[src/design/yuv2rgb_pkg.sv]
// Shared types and fixed-point constants for the 4:2:0 block to RGB converter.
// No dependencies; used by yuv2rgb_lane and yuv420_block_to_rgb.
package yuv2rgb_pkg;

    // A chroma term, signed, wide enough for every channel.
    typedef logic signed [15:0] chroma_t;

    // A scaled luma term, (149 * Y) >> 1 with Y floored at 16.
    typedef logic [14:0] luma_t;

    // Per-stage load enables handed from the pipeline control to each lane.
    typedef struct packed {
        logic s2_en;
        logic s3_en;
    } stage_ctl_t;

    // Luma scale and floor.
    localparam logic [7:0] LumaFloor = 8'd16;
    localparam logic [7:0] LumaScale = 8'd149;

    // Chroma coefficients and offsets (BT.601 studio range).
    localparam chroma_t    RedBias   = -16'sd14248;
    localparam logic [6:0] RedCoefV  = 7'd102;
    localparam chroma_t    GrnBias   = 16'sd8663;
    localparam logic [4:0] GrnCoefU  = 5'd25;
    localparam logic [5:0] GrnCoefV  = 6'd52;
    localparam chroma_t    BluBias   = -16'sd17705;
    localparam logic [7:0] BluCoefU  = 8'd129;

    // Rounding term added after the halving shift.
    localparam logic signed [16:0] RoundBias = 17'sd16;

endpackage

[src/design/yuv2rgb_lane.sv]
// One pixel lane: scaled luma plus the three chroma terms, then halve, round, shift, clamp.
// Depends on yuv2rgb_pkg for the term types and the stage enable struct.
module yuv2rgb_lane (
    input  logic                   clk,
    input  yuv2rgb_pkg::stage_ctl_t ctl,
    input  yuv2rgb_pkg::luma_t     luma_term,
    input  yuv2rgb_pkg::chroma_t   term_r,
    input  yuv2rgb_pkg::chroma_t   term_g,
    input  yuv2rgb_pkg::chroma_t   term_b,
    output logic [7:0]             red,
    output logic [7:0]             green,
    output logic [7:0]             blue
);

    logic signed [16:0] sum_r_reg, sum_g_reg, sum_b_reg;
    logic signed [16:0] sum_r_next, sum_g_next, sum_b_next;
    logic [7:0]         red_reg, green_reg, blue_reg;
    logic [7:0]         red_next, green_next, blue_next;
    logic signed [16:0] luma_ext;

    // Stage 2: add the luma term to each chroma term.
    assign luma_ext   = $signed({2'b00, luma_term});
    assign sum_r_next = luma_ext + {term_r[15], term_r};
    assign sum_g_next = luma_ext + {term_g[15], term_g};
    assign sum_b_next = luma_ext + {term_b[15], term_b};

    always_ff @(posedge clk)
    begin
        if (ctl.s2_en)
        begin
            sum_r_reg <= sum_r_next;
            sum_g_reg <= sum_g_next;
            sum_b_reg <= sum_b_next;
        end
    end

    // Halve with a floor shift, add the rounding bias, drop five bits and clamp to a byte.
    function automatic logic [7:0] to_byte(input logic signed [16:0] sum);
        logic signed [16:0] half;
        logic signed [16:0] rounded;
        logic signed [16:0] scaled;
        half    = sum >>> 1;
        rounded = half + yuv2rgb_pkg::RoundBias;
        scaled  = rounded >>> 5;
        if (scaled[16])
            to_byte = 8'd0;
        else if (|scaled[15:8])
            to_byte = 8'hFF;
        else
            to_byte = scaled[7:0];
    endfunction

    // Stage 3: output bytes.
    assign red_next   = to_byte(sum_r_reg);
    assign green_next = to_byte(sum_g_reg);
    assign blue_next  = to_byte(sum_b_reg);

    always_ff @(posedge clk)
    begin
        if (ctl.s3_en)
        begin
            red_reg   <= red_next;
            green_reg <= green_next;
            blue_reg  <= blue_next;
        end
    end

    assign red   = red_reg;
    assign green = green_reg;
    assign blue  = blue_reg;

endmodule

[src/design/yuv420_block_to_rgb.sv]
// Top level: BT.601 fixed-point conversion of one 4:2:0 2x2 block to twelve RGB bytes.
// Depends on yuv2rgb_pkg and instantiates four yuv2rgb_lane pixel lanes.
//
//   Channel | Handshake            | Payload
//   --------+----------------------+-------------------------------------------
//   blk     | blk_valid, blk_stall | four luma bytes, chroma_u, chroma_v
//   pix     | pix_valid, pix_stall | red/green/blue of the four pixels
//
// One block is accepted per cycle while blk_stall is low; each beat passes the stage 1, 2 and 3 registers in turn.
// The three stages are: luma scale and chroma products, channel sums, round and clamp.
// Reset clears only the stage valid bits; nothing else is kept between blocks.
// A stall on the pix side only backs up the stages that hold data, so bubbles are
// squeezed out and blk_stall rises only when all three stages are full.
module yuv420_block_to_rgb (
    input  logic       clk,
    input  logic       rst_n,
    input  logic       blk_valid,
    output logic       blk_stall,
    input  logic [7:0] luma_top_left,
    input  logic [7:0] luma_top_right,
    input  logic [7:0] luma_bottom_left,
    input  logic [7:0] luma_bottom_right,
    input  logic [7:0] chroma_u,
    input  logic [7:0] chroma_v,
    output logic       pix_valid,
    input  logic       pix_stall,
    output logic [7:0] red_top_left,
    output logic [7:0] green_top_left,
    output logic [7:0] blue_top_left,
    output logic [7:0] red_top_right,
    output logic [7:0] green_top_right,
    output logic [7:0] blue_top_right,
    output logic [7:0] red_bottom_left,
    output logic [7:0] green_bottom_left,
    output logic [7:0] blue_bottom_left,
    output logic [7:0] red_bottom_right,
    output logic [7:0] green_bottom_right,
    output logic [7:0] blue_bottom_right
);

    localparam int NumPix = 4;

    logic                 v1_reg, v2_reg, v3_reg;
    logic                 rdy1, rdy2, rdy3;
    logic                 s1_en;
    yuv2rgb_pkg::stage_ctl_t ctl;

    logic [7:0]           luma_in [NumPix];
    yuv2rgb_pkg::luma_t   luma_reg  [NumPix];
    yuv2rgb_pkg::luma_t   luma_next [NumPix];
    logic [7:0]           red_out   [NumPix];
    logic [7:0]           green_out [NumPix];
    logic [7:0]           blue_out  [NumPix];

    logic [14:0]          prod_rv;
    logic [12:0]          prod_gu;
    logic [13:0]          prod_gv;
    logic [15:0]          prod_bu;
    yuv2rgb_pkg::chroma_t term_r_reg, term_g_reg, term_b_reg;
    yuv2rgb_pkg::chroma_t term_r_next, term_g_next, term_b_next;

    // Pipeline control: a stage loads when it is empty or the stage after it moves.
    assign rdy3      = !v3_reg || !pix_stall;
    assign rdy2      = !v2_reg || rdy3;
    assign rdy1      = !v1_reg || rdy2;
    assign blk_stall = !rdy1;
    assign s1_en     = rdy1 && blk_valid;
    assign ctl       = '{s2_en: rdy2 && v1_reg, s3_en: rdy3 && v2_reg};

    always_ff @(posedge clk or negedge rst_n)
    begin
        if (!rst_n)
        begin
            v1_reg <= 1'b0;
            v2_reg <= 1'b0;
            v3_reg <= 1'b0;
        end
        else
        begin
            if (rdy1)
                v1_reg <= blk_valid;
            if (rdy2)
                v2_reg <= v1_reg;
            if (rdy3)
                v3_reg <= v2_reg;
        end
    end

    assign pix_valid = v3_reg;

    // Stage 1: chroma products shared by the block.
    assign prod_rv     = 15'(yuv2rgb_pkg::RedCoefV) * 15'(chroma_v);
    assign prod_gu     = 13'(yuv2rgb_pkg::GrnCoefU) * 13'(chroma_u);
    assign prod_gv     = 14'(yuv2rgb_pkg::GrnCoefV) * 14'(chroma_v);
    assign prod_bu     = 16'(yuv2rgb_pkg::BluCoefU) * 16'(chroma_u);
    assign term_r_next = yuv2rgb_pkg::RedBias + $signed({1'b0, prod_rv});
    assign term_g_next = yuv2rgb_pkg::GrnBias - $signed({3'b000, prod_gu})
                         - $signed({2'b00, prod_gv});
    // The blue sum always fits in 16 signed bits, so wrapping addition is exact.
    assign term_b_next = yuv2rgb_pkg::BluBias + $signed(prod_bu);

    always_ff @(posedge clk)
    begin
        if (s1_en)
        begin
            term_r_reg <= term_r_next;
            term_g_reg <= term_g_next;
            term_b_reg <= term_b_next;
        end
    end

    // Stage 1: floor each luma at 16 and scale it.
    assign luma_in[0] = luma_top_left;
    assign luma_in[1] = luma_top_right;
    assign luma_in[2] = luma_bottom_left;
    assign luma_in[3] = luma_bottom_right;

    always_comb
    begin
        logic [7:0]  floored;
        logic [15:0] prod;
        for (int i = 0; i < NumPix; i++)
        begin
            floored      = (luma_in[i] < yuv2rgb_pkg::LumaFloor) ?
                           yuv2rgb_pkg::LumaFloor : luma_in[i];
            prod         = 16'(yuv2rgb_pkg::LumaScale) * 16'(floored);
            luma_next[i] = prod[15:1];
        end
    end

    always_ff @(posedge clk)
    begin
        if (s1_en)
            luma_reg <= luma_next;
    end

    // Stages 2 and 3: one lane per pixel.
    for (genvar g = 0; g < NumPix; g++)
    begin : g_lane
        yuv2rgb_lane u_lane (
            .clk       (clk),
            .ctl       (ctl),
            .luma_term (luma_reg[g]),
            .term_r    (term_r_reg),
            .term_g    (term_g_reg),
            .term_b    (term_b_reg),
            .red       (red_out[g]),
            .green     (green_out[g]),
            .blue      (blue_out[g])
        );
    end

    assign red_top_left       = red_out[0];
    assign green_top_left     = green_out[0];
    assign blue_top_left      = blue_out[0];
    assign red_top_right      = red_out[1];
    assign green_top_right    = green_out[1];
    assign blue_top_right     = blue_out[1];
    assign red_bottom_left    = red_out[2];
    assign green_bottom_left  = green_out[2];
    assign blue_bottom_left   = blue_out[2];
    assign red_bottom_right   = red_out[3];
    assign green_bottom_right = green_out[3];
    assign blue_bottom_right  = blue_out[3];

    // The input side may only back up when every stage holds a beat.
    a_stall_full: assert property (@(posedge clk) disable iff (!rst_n)
        blk_stall |-> (v1_reg && v2_reg && v3_reg && pix_stall))
        else $error("blk_stall raised with a free stage");

    // An accepted beat lands in stage 1.
    a_accept_v1: assert property (@(posedge clk) disable iff (!rst_n)
        (blk_valid && !blk_stall) |=> v1_reg)
        else $error("accepted beat missing from stage 1");

    // A beat in stage 2 reaches the output when the output is not stalled.
    a_advance_out: assert property (@(posedge clk) disable iff (!rst_n)
        (v2_reg && !pix_stall) |=> pix_valid)
        else $error("stage 2 beat lost on its way out");

    // A stalled output with a full stage 2 keeps stage 2 full.
    a_hold_s2: assert property (@(posedge clk) disable iff (!rst_n)
        (pix_valid && pix_stall && v2_reg) |=> v2_reg)
        else $error("stage 2 beat dropped under stall");

endmodule
[config.mk]
export PLATFORM = sky130hd
export DESIGN_NAME = yuv420_block_to_rgb
export DESIGN_NICKNAME = d
export VERILOG_FILES = /design/src/design/yuv2rgb_pkg.sv /design/src/design/yuv2rgb_lane.sv /design/src/design/yuv420_block_to_rgb.sv
export SDC_FILE = /design/constraint.sdc
export NUM_CORES = 1
export LEC_CHECK = 0
export ABC_AREA = 1
export BUFFER_PORTS_ARGS = -buffer_cell sky130_fd_sc_hd__buf_4
export CORE_MARGIN = 2
export CORE_UTILIZATION = 57
export DETAILED_ROUTE_END_ITERATION = 16
export GPL_ROUTABILITY_DRIVEN = 0
export PLACE_DENSITY = 0.79
export SETUP_SLACK_MARGIN = 0.2
export SLEW_MARGIN = 20
export SYNTH_ARGS = -nofsm -noshare
export SYNTH_HDL_FRONTEND = slang
export SYNTH_SLANG_ARGS = --single-unit
[constraint.sdc]
create_clock -name clk -period 6.06 [get_ports clk]
set_input_delay 0.303 -clock clk [delete_from_list [all_inputs] [get_ports clk]]
set_output_delay 0.303 -clock clk [all_outputs]
set_load 0.005 [all_outputs]
==> impl_metrics.tcl <==
set metrics [dict create \
    layout_commonest_cell "nand2_1" \
    arrival_ps 4220 \
    crit_slowest_cell "dlygate4sd3_1" \
    status "complete, no violations" \
    ant_nets 0 \
    netSwitchingFraction_pct 44.7 \
    synth_edf_count 346 \
    powerDensity_nw_per_um2 467 \
    synth_top_cell_by_area "edfxtp_1" \
    ys_top_cells_by_area "edfxtp_1 (35%), ha_1 (18%), nand2_1 (9.7%)" \
    vias_per_cell 5.45 \
    final_layout_size_suffix_gt1_share_pct 6.67 \
    wirelength_mm 69.1 \
    overflow 0 \
    period_minus_slack_ps 3900 \
    fmax_ghz 0.256 \
    register_area_um2 10500 \
    nNetsFinal 4219 \
    ctsLongestPathBuffers 3 \
    diodes 0 \
    required_ps 6380 \
    cts_resized 0 \
    die_h_um 233 \
    row_count 84 \
    cts_tree "built" \
    rrSetupSlack_ps 3600 \
    io_pins 150 \
    yosysTopAreaCellShare_pct 34.7 \
    grt_util_all_layers_pct 25.6 \
    p_sw_mw 6.91 \
    yosys.area_share.simple_pct 20.1 \
    clock_latency_ps 570 \
    wl_per_cell_um 15.7 \
    ys_warn_count 0 \
    io_buffers 149 \
    core_area_um2 52200 \
    synth_ff_type "edfxtp_1" \
    drt_iter0_markers 1778 \
    multi_input_area_um2 17400 \
    mostFrequentLayoutCells "nand2_1 (772), inv_1 (526), ha_1 (424)" \
    antenna_found_initial 1 \
    finalCritPeriodShare_pct 64.4 \
    clkPwrFrac_pct 14.5 \
    largest_reg_flops 60 \
    crit_family "adder cells" \
    final_cells 4408 \
    synth_xor_area_share_pct 8.45 \
    cts_root_buf "clkbuf_16" \
    netlist_instances 3514 \
    drc 0 \
    die_area_um2 54400 \
    synth_compound_area_share_pct 8.60 \
    synthMuxAreaShare_pct 0 \
    cp-start-kind "input port" \
    worst_pin_slew_ps 865 \
    clkSlewWorstSetupHoldPaths_ps 60 \
    cp_max_fo 5 \
    ys_ff_latch 349 \
    holdCritPathClass "input port to async pin" \
    setup_viol 0 \
    fill_cells 4352 \
    ys_seq_area_share_pct 34.9 \
    htreeDepth 2 \
    first_pass_iters 5 \
    start_util_pct 57.3 \
    fin_skew_ps 14.3 \
    syn_nets 4040 \
    first_global_vias 22375 \
    seqPwrFrac_pct 32.7 \
    cts_sinks 349 \
    slew_viol_final 0 \
    syn_area_um2 30000 \
    crit_top_cell "nand2_1" \
    cts_made_buffers 38 \
    p_leak_nw 16.2 \
    maxSlewHeadroom_pct 42.4 \
    grt_pass1_wl_mm 110 \
    fin_setup_tns_ps 0 \
    cp_num_buf_inv 4 \
    post-place-cells 4337 \
    finalHoldViolations 0 \
    area_delta_synth_final_pct 10.7 \
    synth_cell_type_count 48 \
    avgSynthCellArea_um2 8.52 \
    crit_type "input port to register" \
    synth_top_family_by_area "adder cells" \
    ir_drop_v 0.000308 \
    vias 24036 \
    cap_violations 0 \
    hpwl_mm 56.0 \
    intPower_mw 8.55 \
    critical-path-max-stage-delay_ps 550 \
    grt_max_degree 85 \
    synthArstFlopShare_pct 0.860 \
    crit_chain "dlygate4sd3_1 > buf_4 > ha_1 > inv_1 > fa_1 > fa_1 > o21ai_0 > a21oi_1 > nor2_1 > nor2_1 > xor2_1 > ha_1 > inv_1 > nor3_1 > nand3_1 > nand3_1 > nand2_1 > nand2_1 > nand2_1" \
    cp-end-kind "register" \
    comb_power_share_pct 52.8 \
    rsz0062_at_grt "no" \
    synth_fa_ha_area_share_pct 21.1 \
    die_w_um 233 \
]
[power by group through the flow]
stage	Combinational (mW)	Sequential [mW]	Clock [mW]
floorplan	6.20	4.64	0
global placement	7.83	5.03	0
detailed placement	8.00	5.06	0
CTS	8.07	5.02	2.28
global route	9.26	5.10	2.37
finish	8.17	5.06	2.24
[worst paths after layout]
kind,endpoint,depth (start not counted),from
max,term_g_reg[15],19,chroma_v[0]
min,pix_valid,2,rst_n
max reg2reg,luma_reg[30],7,pix_valid
min reg2reg,pix_valid,2,v2_reg
max in group asynchronous,v1_reg,2,rst_n
min in group clk,term_g_reg[0],2,chroma_u[0]
[stage by stage]
stage	area (um^2)	util [%]	hold slack, ps	power (mW)	setup WS, ps
after detailed placement	31900	61.1	96.1	13.1	1650
final	33100	63.5	57.1	15.5	2160
after global placement	31900	61.1	95.0	12.9	1770
after floorplan	30000	-	7.41	10.8	412
after global routing	33100	63.5	53.5	16.7	1840
after CTS	33100	63.5	41.5	15.4	2230
[kinds of logic (layout without fill, tap and decap cells)]
| kind of cell | count (synthesis) | count (layout) |
|---|---|---|
| compound gates | 442 | 442 |
| xor+xnor | 289 | 289 |
| fa+ha+maj | 474 | 474 |
| buf+inv | 549 | 755 |
| flops | 349 | 349 |
| simple gates | 1411 | 1411 |
[synth_stat cells, types with 5 or more instances]
cell type,instances
clkbuf_1,15
nor2_2,10
edfxtp_1,346
o21bai_1,27
fa_1,50
nand4_1,39
nor2_1,242
nand2_1,772
o21a_1,18
a21boi_0,5
o2111ai_1,7
a21o_1,23
a21oi_1,204
nor3_1,36
o221ai_1,7
nand3_1,260
or2_2,5
nand2_2,6
inv_1,527
o31ai_1,9
xnor2_1,75
o21ai_0,95
xor2_1,214
nand3b_1,19
ha_1,424
a31oi_1,27
[per-layer routing]
layer / share of wire, % / wire length (um) / vias up / GRT usage [%]
li1: - / - / 12197 / -
met1: 42 / 28700 / 10852 / 32.1
met2: 46 / 31800 / 770 / 42.6
met3: 6.8 / 4710 / 215 / 4.10
met4: 5.6 / 3880 / 2 / 13.2
met5: 0.010 / 7 / - / 0
[final cells by class]
cell class / instances / area share, %
multi-input combinational: 2616 / 52.6
timing repair buffer: 158 / 3.61
clock buffer: 52 / 3.22
clock inverter: 15 / 0.370
inverter: 530 / 6.02
tap: 688 / 2.60
sequential: 349 / 31.6
[timing repair]
| action | CTS | global route |
|---|---|---|
| hold endpoints to repair | 6 | 0 |
| hold buffers | 4 | 0 |
| buffers inserted | 0 | 0 |
Power figures use the tool's default switching activity.
